<file path="config.mk">
export PLATFORM = sky130hd
export DESIGN_NAME = video_stream_loss_tracker_core
export DESIGN_NICKNAME = d
export VERILOG_FILES = /design/src/design/vslt_pkg.sv /design/src/design/vslt_queue.sv /design/src/design/vslt_div.sv /design/src/design/vslt_front.sv /design/src/design/vslt_back.sv /design/src/design/video_stream_loss_tracker_core.sv
export VERILOG_INCLUDE_DIRS = /design/src /design/src/design
export SDC_FILE = /design/constraint.sdc
export NUM_CORES = 2
export LEC_CHECK = 0
export BUFFER_PORTS_ARGS = -buffer_cell sky130_fd_sc_hd__clkbuf_2
export CORE_MARGIN = 2
export CORE_UTILIZATION = 49
export DETAILED_ROUTE_END_ITERATION = 10
export GPL_ROUTABILITY_DRIVEN = 0
export PLACE_DENSITY = 0.66
export SLEW_MARGIN = 20
export SYNTH_ARGS = -nofsm -noshare
export SYNTH_HDL_FRONTEND = slang
export SYNTH_SLANG_ARGS = --single-unit
</file>
<file path="constraint.sdc">
create_clock -name clk -period 14.27 [get_ports clk]
set_input_delay 0.7135 -clock clk [delete_from_list [all_inputs] [get_ports clk]]
set_output_delay 0.7135 -clock clk [all_outputs]
set_load 0.005 [all_outputs]
</file>
<file path="src/design/video_stream_loss_tracker_core_defines.svh">
// Assertion helpers used by the tracker back stage.
`ifndef VIDEO_STREAM_LOSS_TRACKER_CORE_DEFINES_SVH
`define VIDEO_STREAM_LOSS_TRACKER_CORE_DEFINES_SVH
`ifndef SYNTHESIS
`define VSLT_ASSERT(lbl, clk, rstn, prop) \
    lbl: assert property (@(posedge clk) disable iff (!rstn) prop) \
        else $error("%m: assertion failed");
`define VSLT_ASSERT_NEVER(lbl, clk, rstn, expr) \
    lbl: assert property (@(posedge clk) disable iff (!rstn) !(expr)) \
        else $error("%m: forbidden condition seen");
`else
`define VSLT_ASSERT(lbl, clk, rstn, prop)
`define VSLT_ASSERT_NEVER(lbl, clk, rstn, expr)
`endif
`endif

</file>
<file path="src/design/vslt_pkg.sv">
package vslt_pkg;

    localparam int SEQ_W       = 16;
    localparam int NB_W        = 4;
    localparam int NB1_W       = 5;
    localparam int GOP_W       = 8;
    localparam int TFC_W       = 21;
    localparam int DIV_VW      = 21;
    localparam int CFG_IDX_W   = 2;
    localparam int CFG_DATA_W  = 21;
    localparam int FLOST_OUT_W = 21;
    localparam int TOTAL_OUT_W = 32;
    localparam int OUT_BITS    = 1 + SEQ_W + FLOST_OUT_W + 4 * TOTAL_OUT_W;
    localparam int OUT_W       = ((OUT_BITS + 7) / 8) * 8;
    localparam int OUT_PAD     = OUT_W - OUT_BITS;

    localparam logic [CFG_IDX_W-1:0] CFG_B_FRAMES    = 2'd0;
    localparam logic [CFG_IDX_W-1:0] CFG_GOP_SIZE    = 2'd1;
    localparam logic [CFG_IDX_W-1:0] CFG_TRACE_COUNT = 2'd2;

    localparam logic [NB_W-1:0]  NB_RESET  = 4'd2;
    localparam logic [GOP_W-1:0] GOP_RESET = 8'd12;
    localparam logic [TFC_W-1:0] TFC_RESET = 21'h100000;

    localparam int STAT_PKT_RX   = 0;
    localparam int STAT_PKT_LOST = 1;
    localparam int STAT_FRM_RX   = 2;
    localparam int STAT_FRM_DISC = 3;

    typedef enum logic [1:0] {
        KIND_I   = 2'd0,
        KIND_IDR = 2'd1,
        KIND_P   = 2'd2,
        KIND_B   = 2'd3
    } kind_t;

    typedef struct packed {
        logic fstart;
        logic fend;
        logic warm;
        logic anchor;
        logic is_p;
        logic is_b;
    } item_flags_t;

    localparam int FLG_W = $bits(item_flags_t);

    typedef enum logic [3:0] {
        ST_IDLE,
        ST_MOD,
        ST_MOD_WAIT,
        ST_BQ,
        ST_BQ_WAIT,
        ST_MUL,
        ST_GOP,
        ST_GOP_WAIT,
        ST_APPLY
    } seq_state_t;

endpackage

</file>
<file path="src/design/vslt_queue.sv">
module vslt_queue #(
    parameter int W = 8
) (
    input  logic         clk,
    input  logic         rst_n,
    input  logic         push,
    input  logic [W-1:0] din,
    input  logic         pop,
    output logic [W-1:0] dout,
    output logic         full,
    output logic         empty
);

    logic [W-1:0] mem_reg [2];
    logic         wr_ptr_reg, wr_ptr_next;
    logic         rd_ptr_reg, rd_ptr_next;
    logic [1:0]   count_reg, count_next;

    assign full  = (count_reg == 2'd2);
    assign empty = (count_reg == 2'd0);
    assign dout  = mem_reg[rd_ptr_reg];

    always_comb
    begin
        wr_ptr_next = wr_ptr_reg ^ push;
        rd_ptr_next = rd_ptr_reg ^ pop;
        count_next  = count_reg + {1'b0, push} - {1'b0, pop};
    end

    always_ff @(posedge clk or negedge rst_n)
    begin
        if (!rst_n)
        begin
            wr_ptr_reg <= 1'b0;
            rd_ptr_reg <= 1'b0;
            count_reg  <= 2'd0;
        end
        else
        begin
            wr_ptr_reg <= wr_ptr_next;
            rd_ptr_reg <= rd_ptr_next;
            count_reg  <= count_next;
        end
    end

    always_ff @(posedge clk)
    begin
        if (push)
        begin
            mem_reg[wr_ptr_reg] <= din;
        end
    end

endmodule

</file>
<file path="src/design/vslt_div.sv">
module vslt_div #(
    parameter int DW = 21,
    parameter int VW = 21
) (
    input  logic          clk,
    input  logic          rst_n,
    input  logic          start,
    input  logic [DW-1:0] dividend,
    input  logic [VW-1:0] divisor,
    output logic          busy,
    output logic          done,
    output logic [DW-1:0] quotient,
    output logic [VW-1:0] remainder
);

    localparam int CNT_W = $clog2(DW + 1);

    logic             busy_reg, busy_next;
    logic             done_reg, done_next;
    logic [CNT_W-1:0] cnt_reg, cnt_next;
    logic [DW-1:0]    quo_reg, quo_next;
    logic [VW:0]      rem_reg, rem_next;
    logic [VW-1:0]    div_reg, div_next;
    logic [VW:0]      rem_sh;
    logic [VW+1:0]    diff;
    logic             take;

    assign busy      = busy_reg;
    assign done      = done_reg;
    assign quotient  = quo_reg;
    assign remainder = rem_reg[VW-1:0];

    // One restoring step per cycle, most significant dividend bit first.
    assign rem_sh = {rem_reg[VW-1:0], quo_reg[DW-1]};
    assign diff   = {1'b0, rem_sh} - {2'b00, div_reg};
    assign take   = !diff[VW+1];

    always_comb
    begin
        busy_next = busy_reg;
        done_next = 1'b0;
        cnt_next  = cnt_reg;
        quo_next  = quo_reg;
        rem_next  = rem_reg;
        div_next  = div_reg;
        if (start)
        begin
            busy_next = 1'b1;
            cnt_next  = CNT_W'(DW);
            quo_next  = dividend;
            rem_next  = '0;
            div_next  = divisor;
        end
        else if (busy_reg)
        begin
            rem_next = take ? diff[VW:0] : rem_sh;
            quo_next = {quo_reg[DW-2:0], take};
            cnt_next = cnt_reg - 1'b1;
            if (cnt_reg == CNT_W'(1))
            begin
                busy_next = 1'b0;
                done_next = 1'b1;
            end
        end
    end

    always_ff @(posedge clk or negedge rst_n)
    begin
        if (!rst_n)
        begin
            busy_reg <= 1'b0;
            done_reg <= 1'b0;
            cnt_reg  <= '0;
        end
        else
        begin
            busy_reg <= busy_next;
            done_reg <= done_next;
            cnt_reg  <= cnt_next;
        end
    end

    always_ff @(posedge clk)
    begin
        quo_reg <= quo_next;
        rem_reg <= rem_next;
        div_reg <= div_next;
    end

endmodule

</file>
<file path="src/design/vslt_front.sv">
module vslt_front
    import vslt_pkg::*;
#(
    parameter int FNW = 20,
    parameter int EW  = 22,
    parameter int QW  = 88
) (
    input  logic              s_valid,
    output logic              s_ready,
    input  logic [SEQ_W-1:0]  seq_number,
    input  logic              fragment_start,
    input  logic              fragment_end,
    input  logic [FNW-1:0]    frame_number,
    input  logic [1:0]        frame_kind,
    input  logic              warmup_elapsed,
    input  logic [NB_W-1:0]   nb,
    input  logic              q_full,
    output logic              q_push,
    output logic [QW-1:0]     q_data
);

    item_flags_t       flags;
    logic signed [EW-1:0] fn_s;
    logic signed [EW-1:0] nb_s;
    logic signed [EW-1:0] enc;
    logic signed [EW-1:0] dep;

    assign s_ready = !q_full;
    assign q_push  = s_valid && !q_full;

    assign fn_s = $signed({2'b00, frame_number});
    assign nb_s = $signed({{(EW-NB_W){1'b0}}, nb});

    always_comb
    begin
        flags.fstart = fragment_start;
        flags.fend   = fragment_end;
        flags.warm   = warmup_elapsed;
        flags.anchor = (frame_kind == KIND_I) || (frame_kind == KIND_IDR);
        flags.is_p   = (frame_kind == KIND_P);
        flags.is_b   = (frame_kind == KIND_B);
        // Encoding order: a B frame is sent after its following anchor.
        if (flags.is_b)
        begin
            enc = fn_s + $signed({{(EW-1){1'b0}}, 1'b1});
        end
        else if (flags.is_p || (frame_number != '0))
        begin
            enc = fn_s - nb_s;
        end
        else
        begin
            enc = '0;
        end
        dep = fn_s - nb_s - $signed({{(EW-1){1'b0}}, 1'b1});
    end

    assign q_data = {seq_number, frame_number, enc, dep, flags};

endmodule

</file>
<file path="src/design/vslt_back.sv">
`include "video_stream_loss_tracker_core_defines.svh"
module vslt_back
    import vslt_pkg::*;
#(
    parameter int CW  = 32,
    parameter int FNW = 20,
    parameter int EW  = 22,
    parameter int QW  = 88
) (
    input  logic                   clk,
    input  logic                   rst_n,
    input  logic                   q_empty,
    input  logic [QW-1:0]          q_data,
    output logic                   q_pop,
    input  logic [NB_W-1:0]        nb,
    input  logic [GOP_W-1:0]       gop,
    input  logic [TFC_W-1:0]       tfc,
    output logic                   out_valid,
    input  logic                   out_ready,
    output logic                   counted,
    output logic [SEQ_W-1:0]       packets_lost_now,
    output logic [FLOST_OUT_W-1:0] frames_lost_now,
    output logic [TOTAL_OUT_W-1:0] packets_received_total,
    output logic [TOTAL_OUT_W-1:0] packets_lost_total,
    output logic [TOTAL_OUT_W-1:0] frames_received_total,
    output logic [TOTAL_OUT_W-1:0] frames_discarded_total
);

    localparam int DW  = FNW + 1;
    localparam int FLW = FNW + 1;

    seq_state_t state_reg, state_next;

    // Item under work.
    logic [SEQ_W-1:0]     seq_reg, seq_next;
    logic [FNW-1:0]       fn_reg, fn_next;
    logic signed [EW-1:0] enc_reg, enc_next;
    logic signed [EW-1:0] dep_reg, dep_next;
    item_flags_t          flg_reg, flg_next;

    // Tracker state.
    logic                 tracking_reg, tracking_next;
    logic [SEQ_W-1:0]     last_seq_reg, last_seq_next;
    logic signed [EW-1:0] lgi_reg, lgi_next;
    logic signed [EW-1:0] lgp_reg, lgp_next;
    logic [FNW-1:0]       cur_fn_reg, cur_fn_next;
    logic signed [EW-1:0] cur_enc_reg, cur_enc_next;
    logic                 done_reg, done_next;
    logic                 dropped_reg, dropped_next;
    logic [CW-1:0]        stat_reg [4];
    logic [CW-1:0]        stat_next [4];

    // Intermediate results of the divider passes.
    logic signed [EW-1:0] rmod_reg, rmod_next;
    logic [DW-1:0]        quo_reg, quo_next;
    logic signed [EW-1:0] lastdep_reg, lastdep_next;
    logic                 gop_hit_reg, gop_hit_next;

    // Result register.
    logic                   out_valid_reg, out_valid_next;
    logic                   o_counted_reg, o_counted_next;
    logic [SEQ_W-1:0]       o_plost_reg, o_plost_next;
    logic [FLOST_OUT_W-1:0] o_flost_reg, o_flost_next;

    // Divider hookup.
    logic              div_start;
    logic [DW-1:0]     div_dividend;
    logic [DIV_VW-1:0] div_divisor;
    logic              div_busy;
    logic              div_done;
    logic [DW-1:0]     div_quo;
    logic [DIV_VW-1:0] div_rem;

    // Working signals.
    logic                     gap_seq;
    logic signed [EW-1:0]     xval;
    logic                     xneg;
    logic [DW-1:0]            xmag;
    logic [EW-1:0]            xabs;
    logic [NB1_W-1:0]         nb1;
    logic signed [EW-1:0]     nb1_s;
    logic signed [EW-1:0]     nextdep;
    logic [GOP_W-1:0]         gop_eff;
    logic [TFC_W-1:0]         modn;
    logic [EW+DIV_VW-1:0]     rem_wide;
    logic signed [EW-1:0]     rem_s;
    logic [DW+NB1_W-1:0]      prod;
    logic [SEQ_W-1:0]         plost;
    logic signed [EW-1:0]     enc_diff;
    logic signed [EW-1:0]     enc_diffm1;
    logic [FLW-1:0]           gap_amt;
    logic                     pass;
    logic                     dropped_mid;
    logic [FLW-1:0]           flost;
    logic [FLW+FLOST_OUT_W-1:0] flost_wide;
    logic [FLW+CW-1:0]        flost_cw;
    logic [SEQ_W+CW-1:0]      plost_cw;
    logic                     out_fire;
    logic                     start_now;
    logic                     fr_inc;
    logic [CW+TOTAL_OUT_W-1:0] tot_wide [4];

    vslt_div #(
        .DW (DW),
        .VW (DIV_VW)
    ) u_div (
        .clk       (clk),
        .rst_n     (rst_n),
        .start     (div_start),
        .dividend  (div_dividend),
        .divisor   (div_divisor),
        .busy      (div_busy),
        .done      (div_done),
        .quotient  (div_quo),
        .remainder (div_rem)
    );

    assign gap_seq  = (seq_reg != (last_seq_reg + 1'b1));
    assign xval     = cur_enc_reg + $signed({{(EW-1){1'b0}}, 1'b1});
    assign xneg     = xval[EW-1];
    assign xabs     = xneg ? (-xval) : xval;
    assign xmag     = xabs[DW-1:0];
    assign nb1      = {1'b0, nb} + 1'b1;
    assign nb1_s    = $signed({{(EW-NB1_W){1'b0}}, nb1});
    assign nextdep  = lastdep_reg + nb1_s;
    assign gop_eff  = (gop == '0) ? GOP_W'(1) : gop;
    assign modn     = (tfc == '0) ? TFC_W'(1) : tfc;
    assign rem_wide = {{EW{1'b0}}, div_rem};
    assign rem_s    = $signed(rem_wide[EW-1:0]);
    assign prod     = quo_reg * nb1;

    always_comb
    begin
        div_start    = 1'b0;
        div_dividend = nextdep[DW-1:0];
        div_divisor  = {{(DIV_VW-GOP_W){1'b0}}, gop_eff};
        if (state_reg == ST_MOD)
        begin
            div_start    = tracking_reg && gap_seq;
            div_dividend = xmag;
            div_divisor  = modn;
        end
        else if (state_reg == ST_BQ)
        begin
            div_start    = tracking_reg && flg_reg.fstart && flg_reg.is_b;
            div_dividend = {1'b0, fn_reg};
            div_divisor  = {{(DIV_VW-NB1_W){1'b0}}, nb1};
        end
        else if (state_reg == ST_GOP)
        begin
            div_start = 1'b1;
        end
    end

    // Per-packet accounting, used in the apply step.
    always_comb
    begin
        plost      = (seq_reg > last_seq_reg) ? (seq_reg - last_seq_reg) : SEQ_W'(1);
        enc_diff   = enc_reg - cur_enc_reg;
        enc_diffm1 = enc_diff - $signed({{(EW-1){1'b0}}, 1'b1});
        gap_amt    = (enc_reg > cur_enc_reg) ? enc_diffm1[FLW-1:0] : '0;
        if (flg_reg.anchor)
        begin
            pass = 1'b1;
        end
        else if (flg_reg.is_p)
        begin
            pass = (lgi_reg == dep_reg) || (lgp_reg == dep_reg);
        end
        else if (gop_hit_reg)
        begin
            pass = (lgp_reg == lastdep_reg) && (lgi_reg == nextdep);
        end
        else
        begin
            pass = (lgp_reg == nextdep);
        end
        dropped_mid = dropped_reg || (gap_seq && !flg_reg.fstart);
        flost = '0;
        if (gap_seq && (enc_reg > rmod_reg))
        begin
            flost = gap_amt;
        end
        flost = flost + FLW'(gap_seq && !done_reg)
                      + FLW'(flg_reg.fstart && !pass && flg_reg.fend)
                      + FLW'(!flg_reg.fstart && flg_reg.fend && dropped_mid);
        flost_wide = {{FLOST_OUT_W{1'b0}}, flost};
        flost_cw   = {{CW{1'b0}}, flost};
        plost_cw   = {{CW{1'b0}}, plost};
    end

    assign out_fire  = (state_reg == ST_APPLY) && (!out_valid_reg || out_ready);
    assign start_now = flg_reg.warm && flg_reg.anchor && flg_reg.fstart;
    assign fr_inc    = flg_reg.fstart ? (pass && flg_reg.fend) : (flg_reg.fend && !dropped_mid);

    always_comb
    begin
        state_next     = state_reg;
        q_pop          = 1'b0;
        seq_next       = seq_reg;
        fn_next        = fn_reg;
        enc_next       = enc_reg;
        dep_next       = dep_reg;
        flg_next       = flg_reg;
        tracking_next  = tracking_reg;
        last_seq_next  = last_seq_reg;
        lgi_next       = lgi_reg;
        lgp_next       = lgp_reg;
        cur_fn_next    = cur_fn_reg;
        cur_enc_next   = cur_enc_reg;
        done_next      = done_reg;
        dropped_next   = dropped_reg;
        stat_next      = stat_reg;
        rmod_next      = rmod_reg;
        quo_next       = quo_reg;
        lastdep_next   = lastdep_reg;
        gop_hit_next   = gop_hit_reg;
        out_valid_next = out_valid_reg && !out_ready;
        o_counted_next = o_counted_reg;
        o_plost_next   = o_plost_reg;
        o_flost_next   = o_flost_reg;

        unique case (state_reg)
            ST_IDLE:
            begin
                if (!q_empty)
                begin
                    q_pop      = 1'b1;
                    flg_next   = item_flags_t'(q_data[FLG_W-1:0]);
                    dep_next   = $signed(q_data[FLG_W+EW-1:FLG_W]);
                    enc_next   = $signed(q_data[FLG_W+2*EW-1:FLG_W+EW]);
                    fn_next    = q_data[FLG_W+2*EW+FNW-1:FLG_W+2*EW];
                    seq_next   = q_data[QW-1:QW-SEQ_W];
                    state_next = ST_MOD;
                end
            end
            ST_MOD:
            begin
                state_next = div_start ? ST_MOD_WAIT : ST_BQ;
            end
            ST_MOD_WAIT:
            begin
                if (div_done)
                begin
                    rmod_next  = xneg ? (-rem_s) : rem_s;
                    state_next = ST_BQ;
                end
            end
            ST_BQ:
            begin
                state_next = div_start ? ST_BQ_WAIT : ST_APPLY;
            end
            ST_BQ_WAIT:
            begin
                if (div_done)
                begin
                    quo_next   = div_quo;
                    state_next = ST_MUL;
                end
            end
            ST_MUL:
            begin
                lastdep_next = $signed({1'b0, prod[DW-1:0]});
                state_next   = ST_GOP;
            end
            ST_GOP:
            begin
                state_next = ST_GOP_WAIT;
            end
            ST_GOP_WAIT:
            begin
                if (div_done)
                begin
                    gop_hit_next = (div_rem == '0);
                    state_next   = ST_APPLY;
                end
            end
            ST_APPLY:
            begin
                if (out_fire)
                begin
                    state_next     = ST_IDLE;
                    out_valid_next = 1'b1;
                    o_counted_next = 1'b0;
                    o_plost_next   = '0;
                    o_flost_next   = '0;
                    if (!tracking_reg)
                    begin
                        if (start_now)
                        begin
                            o_counted_next = 1'b1;
                            tracking_next  = 1'b1;
                            last_seq_next  = seq_reg;
                            lgp_next       = (fn_reg != '0) ? dep_reg : '1;
                            cur_fn_next    = fn_reg;
                            cur_enc_next   = enc_reg;
                            if (flg_reg.fend)
                            begin
                                done_next = 1'b1;
                                lgi_next  = $signed({2'b00, fn_reg});
                                stat_next[STAT_FRM_RX] = stat_reg[STAT_FRM_RX] + 1'b1;
                            end
                            else
                            begin
                                dropped_next = 1'b0;
                                done_next    = 1'b0;
                                lgi_next     = '1;
                            end
                            stat_next[STAT_PKT_RX] = stat_reg[STAT_PKT_RX] + 1'b1;
                        end
                    end
                    else
                    begin
                        o_counted_next = 1'b1;
                        o_plost_next   = gap_seq ? plost : '0;
                        o_flost_next   = flost_wide[FLOST_OUT_W-1:0];
                        last_seq_next  = seq_reg;
                        dropped_next   = dropped_mid;
                        if (flg_reg.fstart)
                        begin
                            if (pass)
                            begin
                                if (flg_reg.is_p)
                                begin
                                    dropped_next = 1'b0;
                                end
                                if (flg_reg.fend)
                                begin
                                    done_next = 1'b1;
                                    if (flg_reg.anchor)
                                    begin
                                        lgi_next = $signed({2'b00, fn_reg});
                                    end
                                    else if (flg_reg.is_p)
                                    begin
                                        lgp_next = $signed({2'b00, fn_reg});
                                    end
                                end
                                else
                                begin
                                    dropped_next = 1'b0;
                                    done_next    = 1'b0;
                                end
                            end
                            else
                            begin
                                dropped_next = 1'b1;
                                done_next    = flg_reg.fend;
                            end
                            cur_fn_next  = fn_reg;
                            cur_enc_next = enc_reg;
                        end
                        else if (flg_reg.fend)
                        begin
                            if (!dropped_mid)
                            begin
                                if (flg_reg.anchor)
                                begin
                                    lgi_next = $signed({2'b00, cur_fn_reg});
                                end
                                else if (flg_reg.is_p)
                                begin
                                    lgp_next = $signed({2'b00, cur_fn_reg});
                                end
                            end
                            done_next = 1'b1;
                        end
                        stat_next[STAT_PKT_RX]   = stat_reg[STAT_PKT_RX] + 1'b1;
                        stat_next[STAT_PKT_LOST] = stat_reg[STAT_PKT_LOST]
                                                   + (gap_seq ? plost_cw[CW-1:0] : '0);
                        stat_next[STAT_FRM_RX]   = stat_reg[STAT_FRM_RX] + CW'(fr_inc);
                        stat_next[STAT_FRM_DISC] = stat_reg[STAT_FRM_DISC]
                                                   + flost_cw[CW-1:0];
                    end
                end
            end
            default:
            begin
                state_next = ST_IDLE;
            end
        endcase
    end

    always_ff @(posedge clk or negedge rst_n)
    begin
        if (!rst_n)
        begin
            state_reg     <= ST_IDLE;
            tracking_reg  <= 1'b0;
            last_seq_reg  <= '0;
            lgi_reg       <= '1;
            lgp_reg       <= '1;
            cur_fn_reg    <= '0;
            cur_enc_reg   <= '0;
            done_reg      <= 1'b0;
            dropped_reg   <= 1'b0;
            stat_reg      <= '{default: '0};
            out_valid_reg <= 1'b0;
        end
        else
        begin
            state_reg     <= state_next;
            tracking_reg  <= tracking_next;
            last_seq_reg  <= last_seq_next;
            lgi_reg       <= lgi_next;
            lgp_reg       <= lgp_next;
            cur_fn_reg    <= cur_fn_next;
            cur_enc_reg   <= cur_enc_next;
            done_reg      <= done_next;
            dropped_reg   <= dropped_next;
            stat_reg      <= stat_next;
            out_valid_reg <= out_valid_next;
        end
    end

    always_ff @(posedge clk)
    begin
        seq_reg       <= seq_next;
        fn_reg        <= fn_next;
        enc_reg       <= enc_next;
        dep_reg       <= dep_next;
        flg_reg       <= flg_next;
        rmod_reg      <= rmod_next;
        quo_reg       <= quo_next;
        lastdep_reg   <= lastdep_next;
        gop_hit_reg   <= gop_hit_next;
        o_counted_reg <= o_counted_next;
        o_plost_reg   <= o_plost_next;
        o_flost_reg   <= o_flost_next;
    end

    always_comb
    begin
        for (int i = 0; i < 4; i++)
        begin
            tot_wide[i] = {{TOTAL_OUT_W{1'b0}}, stat_reg[i]};
        end
    end

    assign out_valid              = out_valid_reg;
    assign counted                = o_counted_reg;
    assign packets_lost_now       = o_plost_reg;
    assign frames_lost_now        = o_flost_reg;
    assign packets_received_total = tot_wide[STAT_PKT_RX][TOTAL_OUT_W-1:0];
    assign packets_lost_total     = tot_wide[STAT_PKT_LOST][TOTAL_OUT_W-1:0];
    assign frames_received_total  = tot_wide[STAT_FRM_RX][TOTAL_OUT_W-1:0];
    assign frames_discarded_total = tot_wide[STAT_FRM_DISC][TOTAL_OUT_W-1:0];

    `VSLT_ASSERT(a_div_start_when_free, clk, rst_n, div_start |-> !div_busy)
    `VSLT_ASSERT(a_pop_only_idle, clk, rst_n, q_pop |-> (state_reg == ST_IDLE))
    `VSLT_ASSERT(a_result_not_overwritten, clk, rst_n, out_fire |-> (!out_valid_reg || out_ready))
    `VSLT_ASSERT(a_tracking_sticky, clk, rst_n, tracking_reg |=> tracking_reg)
    `VSLT_ASSERT_NEVER(a_wait_has_divider, clk, rst_n, (state_reg == ST_MOD_WAIT) && !div_busy && !div_done)

endmodule

</file>
<file path="src/design/video_stream_loss_tracker_core.sv">
// Receive-side loss tracker for a packetized video stream.
// The s_ channel takes one packet header per request; the m_ channel returns
// exactly one result per request, in order. The cfg_ channel writes the
// B-frame count (index 0), the GOP size (index 1) and the trace frame count
// (index 2); it is always ready and may only be used while the block is idle.
// A front stage classifies each header and computes its encoding number, a
// two-entry queue decouples it from the back stage, which owns the tracker
// state, the running totals and one shared bit-serial divider.
// An ordinary packet passes the idle, modulo, B-quotient and apply states of
// the back stage, which pops no new header until the packet's result has been
// loaded into the output register. While tracking, a sequence gap adds a
// modulo pass of the divider; the first packet of a B frame adds two divider
// passes and a multiply. The divider produces one quotient bit per cycle.
// Reset clears the tracker state and totals and loads the default registers.
// When the receiver stalls, the finished result waits in the output register
// while the front keeps accepting until the queue holds two more headers.
module video_stream_loss_tracker_core
    import vslt_pkg::*;
#(
    parameter int COUNTER_WIDTH      = 32,
    parameter int FRAME_NUMBER_WIDTH = 20
) (
    input  logic                  clk,
    input  logic                  rst_n,
    input  logic                  s_tvalid,
    output logic                  s_tready,
    // seq_number, fragment_start, frame_number, warmup_elapsed (low bit up)
    input  logic [((FRAME_NUMBER_WIDTH+18+7)/8)*8-1:0] s_tdata,
    // frame_kind
    input  logic [1:0]            s_tuser,
    // fragment_end
    input  logic                  s_tlast,
    output logic                  m_tvalid,
    input  logic                  m_tready,
    // counted, packets_lost_now, frames_lost_now, packets_received_total,
    // packets_lost_total, frames_received_total, frames_discarded_total
    output logic [OUT_W-1:0]      m_tdata,
    input  logic                  cfg_valid,
    output logic                  cfg_ready,
    input  logic [CFG_IDX_W-1:0]  cfg_index,
    input  logic [CFG_DATA_W-1:0] cfg_data
);

    localparam int FNW = FRAME_NUMBER_WIDTH;
    localparam int EW  = FNW + 2;
    localparam int QW  = SEQ_W + FNW + 2 * EW + FLG_W;

    // Configuration registers.
    logic [NB_W-1:0]  nb_reg, nb_next;
    logic [GOP_W-1:0] gop_reg, gop_next;
    logic [TFC_W-1:0] tfc_reg, tfc_next;

    logic          q_push;
    logic          q_pop;
    logic          q_full;
    logic          q_empty;
    logic [QW-1:0] q_din;
    logic [QW-1:0] q_dout;

    logic                   r_counted;
    logic [SEQ_W-1:0]       r_plost;
    logic [FLOST_OUT_W-1:0] r_flost;
    logic [TOTAL_OUT_W-1:0] r_prx;
    logic [TOTAL_OUT_W-1:0] r_plt;
    logic [TOTAL_OUT_W-1:0] r_frx;
    logic [TOTAL_OUT_W-1:0] r_fdt;

    assign cfg_ready = 1'b1;

    always_comb
    begin
        nb_next  = nb_reg;
        gop_next = gop_reg;
        tfc_next = tfc_reg;
        if (cfg_valid)
        begin
            unique case (cfg_index)
                CFG_B_FRAMES:    nb_next  = cfg_data[NB_W-1:0];
                CFG_GOP_SIZE:    gop_next = cfg_data[GOP_W-1:0];
                CFG_TRACE_COUNT: tfc_next = cfg_data[TFC_W-1:0];
                default:         ;
            endcase
        end
    end

    always_ff @(posedge clk or negedge rst_n)
    begin
        if (!rst_n)
        begin
            nb_reg  <= NB_RESET;
            gop_reg <= GOP_RESET;
            tfc_reg <= TFC_RESET;
        end
        else
        begin
            nb_reg  <= nb_next;
            gop_reg <= gop_next;
            tfc_reg <= tfc_next;
        end
    end

    vslt_front #(
        .FNW (FNW),
        .EW  (EW),
        .QW  (QW)
    ) u_front (
        .s_valid        (s_tvalid),
        .s_ready        (s_tready),
        .seq_number     (s_tdata[SEQ_W-1:0]),
        .fragment_start (s_tdata[SEQ_W]),
        .fragment_end   (s_tlast),
        .frame_number   (s_tdata[SEQ_W+FNW:SEQ_W+1]),
        .frame_kind     (s_tuser),
        .warmup_elapsed (s_tdata[SEQ_W+FNW+1]),
        .nb             (nb_reg),
        .q_full         (q_full),
        .q_push         (q_push),
        .q_data         (q_din)
    );

    vslt_queue #(
        .W (QW)
    ) u_queue (
        .clk   (clk),
        .rst_n (rst_n),
        .push  (q_push),
        .din   (q_din),
        .pop   (q_pop),
        .dout  (q_dout),
        .full  (q_full),
        .empty (q_empty)
    );

    vslt_back #(
        .CW  (COUNTER_WIDTH),
        .FNW (FNW),
        .EW  (EW),
        .QW  (QW)
    ) u_back (
        .clk                    (clk),
        .rst_n                  (rst_n),
        .q_empty                (q_empty),
        .q_data                 (q_dout),
        .q_pop                  (q_pop),
        .nb                     (nb_reg),
        .gop                    (gop_reg),
        .tfc                    (tfc_reg),
        .out_valid              (m_tvalid),
        .out_ready              (m_tready),
        .counted                (r_counted),
        .packets_lost_now       (r_plost),
        .frames_lost_now        (r_flost),
        .packets_received_total (r_prx),
        .packets_lost_total     (r_plt),
        .frames_received_total  (r_frx),
        .frames_discarded_total (r_fdt)
    );

    assign m_tdata = {{OUT_PAD{1'b0}}, r_fdt, r_frx, r_plt, r_prx,
                      r_flost, r_plost, r_counted};

endmodule
</file>
==> impl_metrics.tcl <==
set metrics [dict create \
    initial_utilization 0.493 \
    worst_pin_slew_ns 1.07 \
    top_layer "met4" \
    place_hpwl_mm 75.2 \
    period_needed_ns 9.80 \
    status "finished clean" \
    antenna_found_initial 1 \
    synth-main-ff-cell "edfxtp_1" \
    dieArea_um2 85900 \
    wl_met2_mm 46.6 \
    grt_max_degree 106 \
    final-setup-viol-count 0 \
    wl_met1_mm 46.9 \
    rr_worst_depth 30 \
    path_buf_inv 1 \
    drtIter0Drc 2249 \
    antennaDiodeCount 0 \
    synth_adder_area_share 0.0804 \
    synth_cells 3826 \
    wl_mm 103 \
    grt_setup_unrepaired "no" \
    async_flop_share 0.399 \
    r2r-end "u_back.frames_discarded_total[24]" \
    synth_xor_area_frac 0.0971 \
    grtUsageTotal 0.237 \
    power_density_nw_per_um2 224 \
    layoutNonFillerInstCount 5174 \
    h-tree-depth 3 \
    cp_slowest_stage_delay_ns 1.04 \
    synth_edf_count 403 \
    largest_register_ffs 172 \
    maxCapViolCount 0 \
    r2r_slack_ns 4.47 \
    cts.path.max_buffers 3 \
    pin_count 242 \
    gr-total-overflow 0 \
    grt_pass1_wl_mm 161 \
    nFillCells 7132 \
    synth_top_area_frac 0.295 \
    fp.coreArea_um2 83200 \
    synth_area_per_cell_um2 10.7 \
    vdd_drop_max_mv 0.115 \
    vias 29500 \
    fp.dieW_um 293 \
    clk_latency_ns 0.64 \
    worstReg2RegStart "nb_reg[0]" \
    slew_headroom 0.286 \
    drt_pass1_iterations 5 \
    rows 106 \
    cts-hold-fix-buffers 0 \
    synth_cell_types 110 \
    synth_area_leaders "edfxtp_1 (30%), dfrtp_1 (14%), xnor2_1 (6.4%)" \
    yosys_warnings 0 \
    grt_pass1_vias 28400 \
    yosys.area_share.simple 0.151 \
    period_share 0.687 \
    cp_max_fo 24 \
    hold_class "in2async" \
    cts_tree "done" \
    cts_sinks 705 \
    cts_root_buf "clkbuf_16" \
    arrival_ns 10.31 \
    post_cts_buffers 0 \
    met3_length_mm 5.99 \
    drive_gt1_frac 0.164 \
    place_area_um2 43200 \
    nets 4327 \
    synth_area_um2 41000 \
    finalClockSkew_ns 0.0191 \
    yosysTopAreaCell "edfxtp_1" \
    cp-end-kind "flop" \
    port_buffers 236 \
    synth_mux_area_frac 0.0518 \
    final_area_um2 46000 \
    postCtsResizedCells 0 \
    synth_top_family_by_area "simple AND/OR/NAND/NOR gates" \
    critPathTopFamily "simple AND/OR/NAND/NOR gates" \
    power_leakage_uw 0.0189 \
    drc 0 \
    tns_ns 0 \
    antenna_left 0 \
    synth-compound-area-share 0.108 \
    clock.fmax_ghz 0.102 \
    cp_common_cell "ha_1" \
    finalHoldViolCount 0 \
    critPathKind "reg2reg" \
    seq_area_frac_synth 0.479 \
    synthToLayoutAreaGrowth_pct 12.2 \
    drv_slew 0 \
    die_height_um 293 \
    start_kind "flop" \
    detail_route.vias_per_cell 5.69 \
    post_drt_wl_per_cell_um 19.9 \
    dp_cells 5024 \
    ys_ff_latch 705 \
    cts-buffers-inserted 81 \
    critPathRequiredTime_ns 14.78 \
    slowest_stage "dfrtp_1" \
    clk_pin_slew_ns 0.06 \
]
[how the worst max path moves through the flow]
stage | slack [ns] | start | to | cells after the start
4_1_cts | 4.45 | nb_reg[0] | u_back.frames_discarded_total[23] | 30
3_5_place_dp | 4.50 | nb_reg[0] | u_back.frames_discarded_total[23] | 30
2_1_floorplan | 3.34 | u_back.state_reg[3] | u_queue.count_reg[1] | 9
6_report | 4.47 | nb_reg[0] | u_back.frames_discarded_total[24] | 30
3_3_place_gp | 4.57 | nb_reg[0] | u_back.frames_discarded_total[31] | 30
5_1_grt | 3.79 | nb_reg[0] | u_back.frames_discarded_total[21] | 30
[worst reg2reg max path, delay by kind of cell (launching register included)]
family                   cells  cell delay [ns]
buffers and inverters        1             0.06
adder cells (fa/ha/maj)      6             1.98
AND/OR/NAND/NOR             11             2.82
AO/OA/AOI/OAI                8             2.71
XOR/XNOR                     4             1.08
flip-flops                   1             1.04
[cell usage after synthesis, drive strengths merged (104+ instances only)]
cell type	count
ha	169
clkbuf	104
a21oi	179
xor2	138
inv	187
mux2	160
nor2	174
xnor2	299
nand2	373
dfrtp	234
edfxtp	403
o21ai	260
nand3	105
[metal layers]
metal	global-route usage	vias up
li1	-	14100
met1	0.334	14300
met2	0.376	880
met3	0.0307	156
met4	0.0847	0
met5	0	-
[cells in the final DEF, fill, tap and decap left out, types with 36 or more instances in the layout]
cell type	n
edfxtp_1	403
nand2_1	370
xnor2_1	297
o21ai_0	237
clkbuf_2	235
dfrtp_1	232
inv_1	186
a21oi_1	177
nor2_1	173
ha_1	167
mux2_2	159
xor2_1	137
nand3_1	103
and2_1	84
clkbuf_16	83
nor3_1	79
and3_1	74
nand4_1	61
fa_1	59
nor2b_1	53
a21o_1	47
dfstp_2	47
nor4_1	40
buf_4	36
[cells by family after synthesis]
family,after synthesis
buffers and inverters,343
adder cells (fa/ha/maj),228
flip-flops,705
other,2
multiplexers,192
XOR/XNOR,443
AND/OR/NAND/NOR,1200
AO/OA/AOI/OAI,713
[where the power goes]
| part | internal [µW] | switching (µW) | total, µW |
|---|---|---|---|
| combinational | 2060 | 2730 | 4790 |
| clock | 1280 | 858 | 2140 |
| sequential | 2880 | 508 | 3390 |
| total | 6210 | 4100 | 10300 |
[final cells by class]
type | instances | area, µm² | area share
tap | 1080 | 1350 | 0.0294
clock buffer | 111 | 2260 | 0.0492
sequential | 705 | 19600 | 0.427
timing repair buffer | 273 | 1470 | 0.0320
inverter | 188 | 706 | 0.0153
multi-input combinational | 2779 | 20100 | 0.437
clock inverter | 38 | 474 | 0.0103
[per-stage QoR]
step | hold WS [ns] | utilization | power (µW) | setup slack [ns]
after floorplan | 0.417 | - | 6970 | 3.34
after global placement | 0.432 | 0.520 | 8090 | 4.57
after detailed placement | 0.439 | 0.520 | 8170 | 4.50
after CTS | 0.154 | 0.553 | 10300 | 4.45
after global routing | 0.188 | 0.553 | 11100 | 3.79
final | 0.107 | 0.553 | 10300 | 4.47
No activity file was read; power rests on OpenSTA's default activity.
